[config.mk]
export PLATFORM = sky130hd
export DESIGN_NAME = pll_divider_search_flat
export DESIGN_NICKNAME = d
export VERILOG_FILES = /design/src/rtl/core/pds_pkg.sv /design/src/rtl/core/pds_stream_if.sv /design/src/rtl/core/pll_divider_search.sv /design/src/rtl/core/pds_gen.sv /design/src/rtl/core/pds_mul.sv /design/src/rtl/core/pds_div_stage.sv /design/src/rtl/core/pds_acc.sv /design/src/flat_wrapper.sv
export SDC_FILE = /design/constraint.sdc
export NUM_CORES = 2
export LEC_CHECK = 0
export BUFFER_PORTS_ARGS = -buffer_cell sky130_fd_sc_hd__buf_2
export CORE_MARGIN = 4
export CORE_UTILIZATION = 25
export CTS_CLUSTER_DIAMETER = 30
export DETAILED_ROUTE_END_ITERATION = 16
export PLACE_DENSITY = 0.51
export SLEW_MARGIN = 30
export SYNTH_ARGS = -nofsm -noshare
export SYNTH_HDL_FRONTEND = slang
export SYNTH_SLANG_ARGS = --single-unit
export TNS_END_PERCENT = 5
[constraint.sdc]
create_clock -name clk -period 19.4 [get_ports clk]
set_clock_uncertainty 0.15 [all_clocks]
set_input_delay 3.88 -clock clk [delete_from_list [all_inputs] [get_ports clk]]
set_output_delay 3.88 -clock clk [all_outputs]
set_load 0.03 [all_outputs]
[src/rtl/core/pds_pkg.sv]
// ----------------------------------------------------------------------------
// pds_pkg
// Types and constants shared by the PLL divider search blocks.
// ----------------------------------------------------------------------------
package pds_pkg;

  localparam int REF_W = 25;
  localparam int THR_W = 28;
  localparam int TGT_W = 28;
  localparam int NUM_W = 7;
  localparam int DEN_W = 5;
  localparam int FRQ_W = 32;
  localparam int CIDX_W = 4;
  localparam int CDAT_W = 28;
  localparam int DIV_STAGES = 4;
  localparam int DIV_BITS = FRQ_W / DIV_STAGES;

  localparam logic [NUM_W-1:0] DEF_NUM = 7'd69;
  localparam logic [DEN_W-1:0] DEF_DEN = 5'd24;
  localparam logic [REF_W-1:0] REF_RST = 25'd14318180;
  localparam logic [THR_W-1:0] THR_RST = 28'd40000000;

  localparam logic [CIDX_W-1:0] CFG_REF = 4'd0;
  localparam logic [CIDX_W-1:0] CFG_THR = 4'd1;

  typedef struct packed {
    logic [TGT_W-1:0] target_hz;
  } in_word_t;

  typedef struct packed {
    logic [NUM_W-1:0] numerator;
    logic [DEN_W-1:0] denominator;
    logic             post_select;
    logic [FRQ_W-1:0] achieved_hz;
  } out_word_t;

  typedef struct packed {
    logic [CIDX_W-1:0] index;
    logic [CDAT_W-1:0] value;
  } cfg_word_t;

  // one candidate pair in flight
  typedef struct packed {
    logic             vld;
    logic             seed;
    logic             last;
    logic [NUM_W-1:0] n;
    logic [DEN_W-1:0] d;
    logic             p;
    logic [TGT_W-1:0] target;
  } cand_t;

  typedef struct packed {
    cand_t            c;
    logic [FRQ_W-1:0] x;    // dividend bits shift out, quotient bits shift in
    logic [DEN_W-1:0] rem;
  } div_t;

endpackage

[src/rtl/core/pds_stream_if.sv]
// ----------------------------------------------------------------------------
// pds_stream_if
// Valid/ready channel carrying one word of type T.
// ----------------------------------------------------------------------------
interface pds_stream_if #(parameter type T = logic);
  logic valid;
  logic ready;
  T     data;
  modport source (output valid, output data, input ready);
  modport sink (input valid, input data, output ready);
endinterface

[src/rtl/core/pll_divider_search.sv]
// ----------------------------------------------------------------------------
// pll_divider_search
// Brute-force search of PLL numerator/denominator for a target frequency.
// ----------------------------------------------------------------------------
//  channel  dir  word        contents
//  in_ch    in   in_word_t   target_hz
//  out_ch   out  out_word_t  numerator, denominator, post_select, achieved_hz
//  cfg_ch   in   cfg_word_t  index, value (0 reference_hz, 1 threshold)
//
// One pair per cycle unless the output stalls: a word sends the default pair,
// then every n/d pair, through the single multiply/divide pipe; words run
// back to back. Each pair passes the generator register, the multiply, four
// divider slices and the compare, which registers the result word.
// rst_n is synchronous; config regs return to their reset values.
// A waiting result stalls the whole pipe; nothing is dropped or repeated.
// ----------------------------------------------------------------------------
module pll_divider_search #(
  parameter int NUM_LIMIT = 127,
  parameter int DEN_LIMIT = 31
) (
  input logic clk,
  input logic rst_n,
  pds_stream_if.sink   in_ch,
  pds_stream_if.source out_ch,
  pds_stream_if.sink   cfg_ch
);
  import pds_pkg::*;

  logic [REF_W-1:0] ref_r;
  logic [THR_W-1:0] thr_r;
  logic             en;
  cand_t            gen_c;
  div_t             dv [DIV_STAGES+1];
  in_word_t         in_w;
  cfg_word_t        cfg_w;
  out_word_t        out_w;

  assign in_w         = in_ch.data;
  assign cfg_w        = cfg_ch.data;
  assign cfg_ch.ready = 1'b1;
  assign out_ch.data  = out_w;

  always_ff @(posedge clk) begin
    if (!rst_n) begin
      ref_r <= REF_RST;
      thr_r <= THR_RST;
    end else if (cfg_ch.valid) begin
      unique case (cfg_w.index)
        CFG_REF: ref_r <= cfg_w.value[REF_W-1:0];
        CFG_THR: thr_r <= cfg_w.value[THR_W-1:0];
        default: ;
      endcase
    end
  end

  pds_gen #(.NUM_LIMIT(NUM_LIMIT), .DEN_LIMIT(DEN_LIMIT)) u_gen (
    .clk(clk), .rst_n(rst_n), .en(en),
    .in_valid(in_ch.valid), .in_ready(in_ch.ready),
    .in_target(in_w.target_hz), .thr(thr_r), .c_r(gen_c)
  );

  pds_mul u_mul (
    .clk(clk), .rst_n(rst_n), .en(en), .ref_hz(ref_r), .c_i(gen_c), .q_r(dv[0])
  );

  for (genvar g = 0; g < DIV_STAGES; g++) begin : g_div
    pds_div_stage u_div (
      .clk(clk), .rst_n(rst_n), .en(en), .s_i(dv[g]), .s_r(dv[g+1])
    );
  end

  pds_acc u_acc (
    .clk(clk), .rst_n(rst_n), .s_i(dv[DIV_STAGES]), .en(en),
    .out_valid(out_ch.valid), .out_ready(out_ch.ready), .out_data(out_w)
  );

  a_rst_clear: assert property (@(posedge clk) !rst_n |=> !out_ch.valid)
    else $error("result valid after reset");
  a_stall_blocks: assert property (@(posedge clk) disable iff (!rst_n)
    out_ch.valid && !out_ch.ready |-> !in_ch.ready)
    else $error("input taken while pipe stalled");
  a_den_nonzero: assert property (@(posedge clk) disable iff (!rst_n)
    out_ch.valid |-> out_w.denominator != '0 && out_w.numerator != '0)
    else $error("zero divider in result");
endmodule

[src/rtl/core/pds_gen.sv]
// ----------------------------------------------------------------------------
// pds_gen
// Issues the default pair, then every n/d pair, one per enabled cycle.
// ----------------------------------------------------------------------------
module pds_gen #(
  parameter int NUM_LIMIT = 127,
  parameter int DEN_LIMIT = 31
) (
  input  logic                   clk,
  input  logic                   rst_n,
  input  logic                   en,
  input  logic                   in_valid,
  output logic                   in_ready,
  input  logic [pds_pkg::TGT_W-1:0] in_target,
  input  logic [pds_pkg::THR_W-1:0] thr,
  output pds_pkg::cand_t         c_r
);
  import pds_pkg::*;

  logic             busy_r, busy_nxt;
  logic             seed_r, seed_nxt;
  logic [NUM_W-1:0] n_r, n_nxt;
  logic [DEN_W-1:0] d_r, d_nxt;
  logic [TGT_W-1:0] tgt_r, tgt_nxt;
  logic             p_r, p_nxt;
  logic             is_last;
  logic             acc;
  cand_t            c_nxt;

  assign is_last  = busy_r && !seed_r && (n_r == NUM_W'(NUM_LIMIT))
                    && (d_r == DEN_W'(DEN_LIMIT));
  assign in_ready = en && (!busy_r || is_last);
  assign acc      = in_valid && in_ready;

  always_comb begin
    busy_nxt = busy_r;
    seed_nxt = seed_r;
    n_nxt    = n_r;
    d_nxt    = d_r;
    tgt_nxt  = tgt_r;
    p_nxt    = p_r;
    c_nxt    = c_r;
    if (en) begin
      c_nxt.vld    = busy_r;
      c_nxt.seed   = seed_r;
      c_nxt.last   = is_last;
      c_nxt.n      = seed_r ? DEF_NUM : n_r;
      c_nxt.d      = seed_r ? DEF_DEN : d_r;
      c_nxt.p      = p_r;
      c_nxt.target = tgt_r;
      if (busy_r) begin
        seed_nxt = 1'b0;
        if (seed_r) begin
          n_nxt = NUM_W'(1);
          d_nxt = DEN_W'(1);
        end else if (d_r == DEN_W'(DEN_LIMIT)) begin
          d_nxt = DEN_W'(1);
          n_nxt = n_r + NUM_W'(1);
        end else begin
          d_nxt = d_r + DEN_W'(1);
        end
        if (is_last) busy_nxt = 1'b0;
      end
      if (acc) begin
        busy_nxt = 1'b1;
        seed_nxt = 1'b1;
        tgt_nxt  = in_target;
        p_nxt    = (in_target < thr);
      end
    end
  end

  always_ff @(posedge clk) begin
    if (!rst_n) begin
      busy_r <= 1'b0;
      seed_r <= 1'b0;
      c_r.vld <= 1'b0;
    end else begin
      busy_r <= busy_nxt;
      seed_r <= seed_nxt;
      c_r.vld <= c_nxt.vld;
    end
    n_r   <= n_nxt;
    d_r   <= d_nxt;
    tgt_r <= tgt_nxt;
    p_r   <= p_nxt;
    c_r.seed   <= c_nxt.seed;
    c_r.last   <= c_nxt.last;
    c_r.n      <= c_nxt.n;
    c_r.d      <= c_nxt.d;
    c_r.p      <= c_nxt.p;
    c_r.target <= c_nxt.target;
  end
endmodule

[src/rtl/core/pds_mul.sv]
// ----------------------------------------------------------------------------
// pds_mul
// Forms reference times numerator for the divider.
// ----------------------------------------------------------------------------
module pds_mul (
  input  logic                      clk,
  input  logic                      rst_n,
  input  logic                      en,
  input  logic [pds_pkg::REF_W-1:0] ref_hz,
  input  pds_pkg::cand_t            c_i,
  output pds_pkg::div_t             q_r
);
  import pds_pkg::*;

  logic [FRQ_W-1:0] prod;

  assign prod = FRQ_W'(ref_hz) * FRQ_W'(c_i.n);

  always_ff @(posedge clk) begin
    if (!rst_n) begin
      q_r.c.vld <= 1'b0;
    end else if (en) begin
      q_r.c.vld <= c_i.vld;
    end
    if (en) begin
      q_r.c.seed   <= c_i.seed;
      q_r.c.last   <= c_i.last;
      q_r.c.n      <= c_i.n;
      q_r.c.d      <= c_i.d;
      q_r.c.p      <= c_i.p;
      q_r.c.target <= c_i.target;
      q_r.x        <= prod;
      q_r.rem      <= '0;
    end
  end
endmodule

[src/rtl/core/pds_div_stage.sv]
// ----------------------------------------------------------------------------
// pds_div_stage
// One slice of the restoring divider: DIV_BITS quotient bits per stage.
// ----------------------------------------------------------------------------
module pds_div_stage (
  input  logic          clk,
  input  logic          rst_n,
  input  logic          en,
  input  pds_pkg::div_t s_i,
  output pds_pkg::div_t s_r
);
  import pds_pkg::*;

  div_t           s_nxt;
  logic [DEN_W:0] t;

  always_comb begin
    s_nxt = s_i;
    t     = '0;
    for (int i = 0; i < DIV_BITS; i++) begin
      t       = {s_nxt.rem, s_nxt.x[FRQ_W-1]};
      s_nxt.x = {s_nxt.x[FRQ_W-2:0], 1'b0};
      if (t >= {1'b0, s_nxt.c.d}) begin
        s_nxt.rem  = DEN_W'(t - {1'b0, s_nxt.c.d});
        s_nxt.x[0] = 1'b1;
      end else begin
        s_nxt.rem = t[DEN_W-1:0];
      end
    end
  end

  always_ff @(posedge clk) begin
    if (!rst_n) begin
      s_r.c.vld <= 1'b0;
    end else if (en) begin
      s_r.c.vld <= s_nxt.c.vld;
    end
    if (en) begin
      s_r.c.seed   <= s_nxt.c.seed;
      s_r.c.last   <= s_nxt.c.last;
      s_r.c.n      <= s_nxt.c.n;
      s_r.c.d      <= s_nxt.c.d;
      s_r.c.p      <= s_nxt.c.p;
      s_r.c.target <= s_nxt.c.target;
      s_r.x        <= s_nxt.x;
      s_r.rem      <= s_nxt.rem;
    end
  end
endmodule

[src/rtl/core/pds_acc.sv]
// ----------------------------------------------------------------------------
// pds_acc
// Error compare, best-pair tracking and the output word register.
// ----------------------------------------------------------------------------
module pds_acc (
  input  logic               clk,
  input  logic               rst_n,
  input  pds_pkg::div_t      s_i,
  output logic               en,
  output logic               out_valid,
  input  logic               out_ready,
  output pds_pkg::out_word_t out_data
);
  import pds_pkg::*;

  logic [FRQ_W-1:0] q, tgt, err;
  logic [FRQ_W-1:0] best_err_r, best_err_nxt;
  logic [FRQ_W-1:0] best_q_r, best_q_nxt;
  logic [NUM_W-1:0] best_n_r, best_n_nxt;
  logic [DEN_W-1:0] best_d_r, best_d_nxt;
  logic             ov_r, ov_nxt;
  out_word_t        od_r, od_nxt;

  assign en  = !ov_r || out_ready;
  // divide by 2d is the quotient by d halved
  assign q   = s_i.c.p ? {1'b0, s_i.x[FRQ_W-1:1]} : s_i.x;
  assign tgt = FRQ_W'(s_i.c.target);
  assign err = (tgt >= q) ? (tgt - q) : (q - tgt);

  always_comb begin
    best_err_nxt = best_err_r;
    best_q_nxt   = best_q_r;
    best_n_nxt   = best_n_r;
    best_d_nxt   = best_d_r;
    ov_nxt       = ov_r && !out_ready;
    od_nxt       = od_r;
    if (en && s_i.c.vld) begin
      if (s_i.c.seed) begin
        best_err_nxt = tgt;
        best_q_nxt   = q;
        best_n_nxt   = s_i.c.n;
        best_d_nxt   = s_i.c.d;
      end else if (err <= best_err_r) begin
        best_err_nxt = err;
        best_q_nxt   = q;
        best_n_nxt   = s_i.c.n;
        best_d_nxt   = s_i.c.d;
      end
      if (s_i.c.last) begin
        ov_nxt             = 1'b1;
        od_nxt.numerator   = best_n_nxt;
        od_nxt.denominator = best_d_nxt;
        od_nxt.post_select = s_i.c.p;
        od_nxt.achieved_hz = best_q_nxt;
      end
    end
  end

  always_ff @(posedge clk) begin
    if (!rst_n) begin
      ov_r <= 1'b0;
    end else begin
      ov_r <= ov_nxt;
    end
    best_err_r <= best_err_nxt;
    best_q_r   <= best_q_nxt;
    best_n_r   <= best_n_nxt;
    best_d_r   <= best_d_nxt;
    od_r       <= od_nxt;
  end

  assign out_valid = ov_r;
  assign out_data  = od_r;
endmodule

[src/flat_wrapper.sv]
// flat-port wrapper written by rule: the top's interface ports become plain ports
module pll_divider_search_flat import pds_pkg::*;
#(
  parameter int NUM_LIMIT = 127,
  parameter int DEN_LIMIT = 31
)
  (clk, rst_n, in_ch_valid, in_ch_data, in_ch_ready, out_ch_valid, out_ch_data, out_ch_ready, cfg_ch_valid, cfg_ch_data, cfg_ch_ready);
  pds_stream_if #(.T(in_word_t)) in_ch_i ();
  pds_stream_if #(.T(out_word_t)) out_ch_i ();
  pds_stream_if #(.T(cfg_word_t)) cfg_ch_i ();
  input logic clk;
  input logic rst_n;
  input wire logic [$bits(in_ch_i.valid)-1:0] in_ch_valid;
  input wire logic [$bits(in_ch_i.data)-1:0] in_ch_data;
  output wire logic [$bits(in_ch_i.ready)-1:0] in_ch_ready;
  output wire logic [$bits(out_ch_i.valid)-1:0] out_ch_valid;
  output wire logic [$bits(out_ch_i.data)-1:0] out_ch_data;
  input wire logic [$bits(out_ch_i.ready)-1:0] out_ch_ready;
  input wire logic [$bits(cfg_ch_i.valid)-1:0] cfg_ch_valid;
  input wire logic [$bits(cfg_ch_i.data)-1:0] cfg_ch_data;
  output wire logic [$bits(cfg_ch_i.ready)-1:0] cfg_ch_ready;
  assign in_ch_i.valid = in_ch_valid;
  assign in_ch_i.data = in_ch_data;
  assign in_ch_ready = in_ch_i.ready;
  assign out_ch_valid = out_ch_i.valid;
  assign out_ch_data = out_ch_i.data;
  assign out_ch_i.ready = out_ch_ready;
  assign cfg_ch_i.valid = cfg_ch_valid;
  assign cfg_ch_i.data = cfg_ch_data;
  assign cfg_ch_ready = cfg_ch_i.ready;
  pll_divider_search #(.NUM_LIMIT(NUM_LIMIT), .DEN_LIMIT(DEN_LIMIT)) u_core (.clk(clk), .rst_n(rst_n), .in_ch(in_ch_i), .out_ch(out_ch_i), .cfg_ch(cfg_ch_i));
endmodule
==> flow_summary.toml <==
[run_status]
status = "complete, no violations"

[synthesis]
synth_compound_area_frac = 0.109
syn_area_per_cell_sq_um = 11.7
synth-edff-count = 595
synth-async-reset-ratio = 0
yosysSeqAreaShare = 0.484
synthMuxAreaShare = 0.0560
syn_inst = 3367
synth_nets = 3903
ys_warn_count = 0
ys_ff_latch = 657
synthFlopType = "edfxtp_1"
synth_top_family_by_area = "adder cells"
netlist_area_sq_um = 39400
yosysUniqueCellTypes = 99
synth_adder_area_share = 0.177
synth_xor_area_frac = 0.0317
synth-simple-area-share = 0.0936

[clock_network]
clock_latency_ps = 750
numCtsBuffers = 141
root_buffer = "clkbuf_16"
cts_buffer_depth = 3
clkTransAtPathRegs_ps = 50
cts_resized = 0
cts_sinks = 657
cts_setup_buffers = 0
ctsHoldBuffers = 0
cts_tree = "done"
htree_levels = 4

[worst_setup_path]
start_kind = "register"
cp_slowest_cell = "edfxtp_1"
rrSetupSlack_ps = 3540
cp_max_fo = 10
slowest_delay_ps = 710
critPathCaptureType = "register"
cp.arrival_ps = 16200
worstSetupPathType = "register to register"
timing.rr.start = "u_core.g_div[0].u_div.s_r[67]"
rr_worst_depth = 65
cp_data_required_time_ps = 19740
regToRegEndpoint = "u_core.g_div[1].u_div.s_r[2]"

[finish]
fillCellCount = 15900
layout_commonest_cell = "edfxtp_1"
area_growth_pct = 20.0
drive_gt1_frac = 0.152
regArea_sq_um = 19100
final_cell_mix = "595 x edfxtp_1, 380 x inv_1, 325 x ha_1, 324 x nand2_1, 181 x a21oi_1"
stdcell_count = 5717
multi_input_area_sq_um = 18500
fin_nets = 4077

[grt]
grt_start_max_net_pins = 180
antenna_found_initial = 10
grtUsageTotal = 0.115
grt_overflow = 0
grt_pass1_wl_mm = 148
grt_pass1_vias = 25900

[sta]
finalSetupViolCount = 0
setup_tns_ps = 0
tightestPinTransition_ps = 873
drv_slew = 0
maxSlewHeadroom = 0.418
period_needed_ps = 15860
final.period_utilization = 0.818
max_freq_mhz = 63.0
rsz0062_at_grt = "false"
whs_ps = 241
final_hold_viol_count = 0

[min_path]
min-delay-path-class = "register to register"
hold_end = "u_core.g_div[1].u_div.s_r[79]"
hp-start = "u_core.g_div[0].u_div.s_r[79]"
hold_path_depth = 0

[detailed_routing]
firstDrtPassIters = 5
wl_per_cell_um = 16.3
num_vias = 25100
route.detailed.drc = 0
drt-initial-drc-count = 1285
via_per_inst = 4.40
totalWireLength_mm = 93.3
final_antenna_net_count = 0

[floorplan]
start_util = 0.252
fp.dieArea_sq_um = 164000
rows = 145
die_y_um = 405
num_io_pins = 113
core_area_sq_um = 157000
fp.dieW_um = 405

[placed_design]
dp_hpwl_mm = 69.1
dp.cells = 5455
io_buffer_count = 111
gp_congestion = 0.826

[flow_run]
drv_cap = 0
layout make-up:
class	count	area share
flip-flops and latches	657	0.404
multi-input cells	2221	0.390
clock buffers	158	0.0765
well taps	2058	0.0544
inverters	388	0.0309
clock inverters	101	0.0279
repair buffers	132	0.0161
diodes	2	0.000106
worst max path at each step:
stage	slack, ps	from	end
floorplan	2150	out_ch_ready	u_core.u_acc.best_err_r[0]
global placement	3690	u_core.g_div[0].u_div.s_r[67]	u_core.g_div[1].u_div.s_r[4]
detailed placement	3350	u_core.g_div[0].u_div.s_r[67]	u_core.g_div[1].u_div.s_r[2]
CTS	3280	u_core.g_div[0].u_div.s_r[67]	u_core.g_div[1].u_div.s_r[4]
global route	1860	u_core.g_div[0].u_div.s_r[67]	u_core.g_div[1].u_div.s_r[2]
finish	3540	u_core.g_div[0].u_div.s_r[67]	u_core.g_div[1].u_div.s_r[2]
Yosys cell counts (all sizes together), types with 29 or more instances:
library cell | number | area share
edfxtp | 595 | 0.45
inv | 387 | 0.037
ha | 325 | 0.10
nand2 | 325 | 0.031
a21oi | 184 | 0.024
fa | 146 | 0.074
mux2 | 136 | 0.040
o21ai | 123 | 0.016
xnor2 | 114 | 0.025
nor2 | 106 | 0.010
a21o | 97 | 0.018
clkbuf | 74 | 0.0070
dfxtp | 62 | 0.031
mux2i | 62 | 0.016
nor2b | 62 | 0.0098
and2 | 55 | 0.0087
a21boi | 48 | 0.0091
nand2b | 43 | 0.0068
nand3 | 36 | 0.0047
nand4 | 32 | 0.0051
xor2 | 29 | 0.0064
per-stage QoR:
step	cell area [sq um]	worst slack (ps)	utilization
2_1_floorplan	39400	2150	-
3_3_place_gp	42400	3690	0.271
3_5_place_dp	42400	3350	0.271
4_1_cts	47300	3280	0.302
5_1_grt	47300	1860	0.302
6_report	47300	3540	0.302
logic make-up after synthesis:
family | count (synthesis)
buffers and inverters | 489
AND/OR/NAND/NOR | 765
adder cells (fa/ha/maj) | 471
XOR/XNOR | 143
other | 1
AO/OA/AOI/OAI | 643
multiplexers | 198
flip-flops | 657
state kept, by name (all words and copies together), names as in the netlist:
name	cells
u_core.g_div.u_div.s_r	319
u_core.u_mul.q_r	76
u_core.u_acc.out_data	45
u_core.u_gen.c_r	44
u_core.u_acc.best_err_r	32
u_core.u_acc.best_q_r	32
u_core.thr_r	28
u_core.u_gen.tgt_r	28
u_core.ref_r	25
u_core.u_acc.best_n_r	7
u_core.u_gen.n_r	7
u_core.u_acc.best_d_r	5
u_core.u_gen.d_r	5
u_core.u_acc.out_valid	1
u_core.u_gen.busy_r	1
u_core.u_gen.p_r	1
u_core.u_gen.seed_r	1
per-layer routing:
metal  GRT usage  routed length (um)  part of all wire
met2       0.188               43500              0.47
met4      0.0477                3110             0.033
met5           0                   0                 0
met1       0.150               42900              0.46
met3      0.0212                3770             0.040
worst max-delay path, delay by kind of cell, from the launching register on:
| kind | cells | cell delay [ps] |
|---|---|---|
| adders and majority gates | 8 | 3110 |
| and+or+nand+nor | 17 | 2200 |
| DFF | 1 | 710 |
| buffers and inverters | 5 | 810 |
| muxes | 8 | 2610 |
| AOI/OAI and AO/OA | 27 | 5960 |
Power is not shown: default switching activity piles up to over one toggle a cycle in this logic, so the estimate is an artifact.
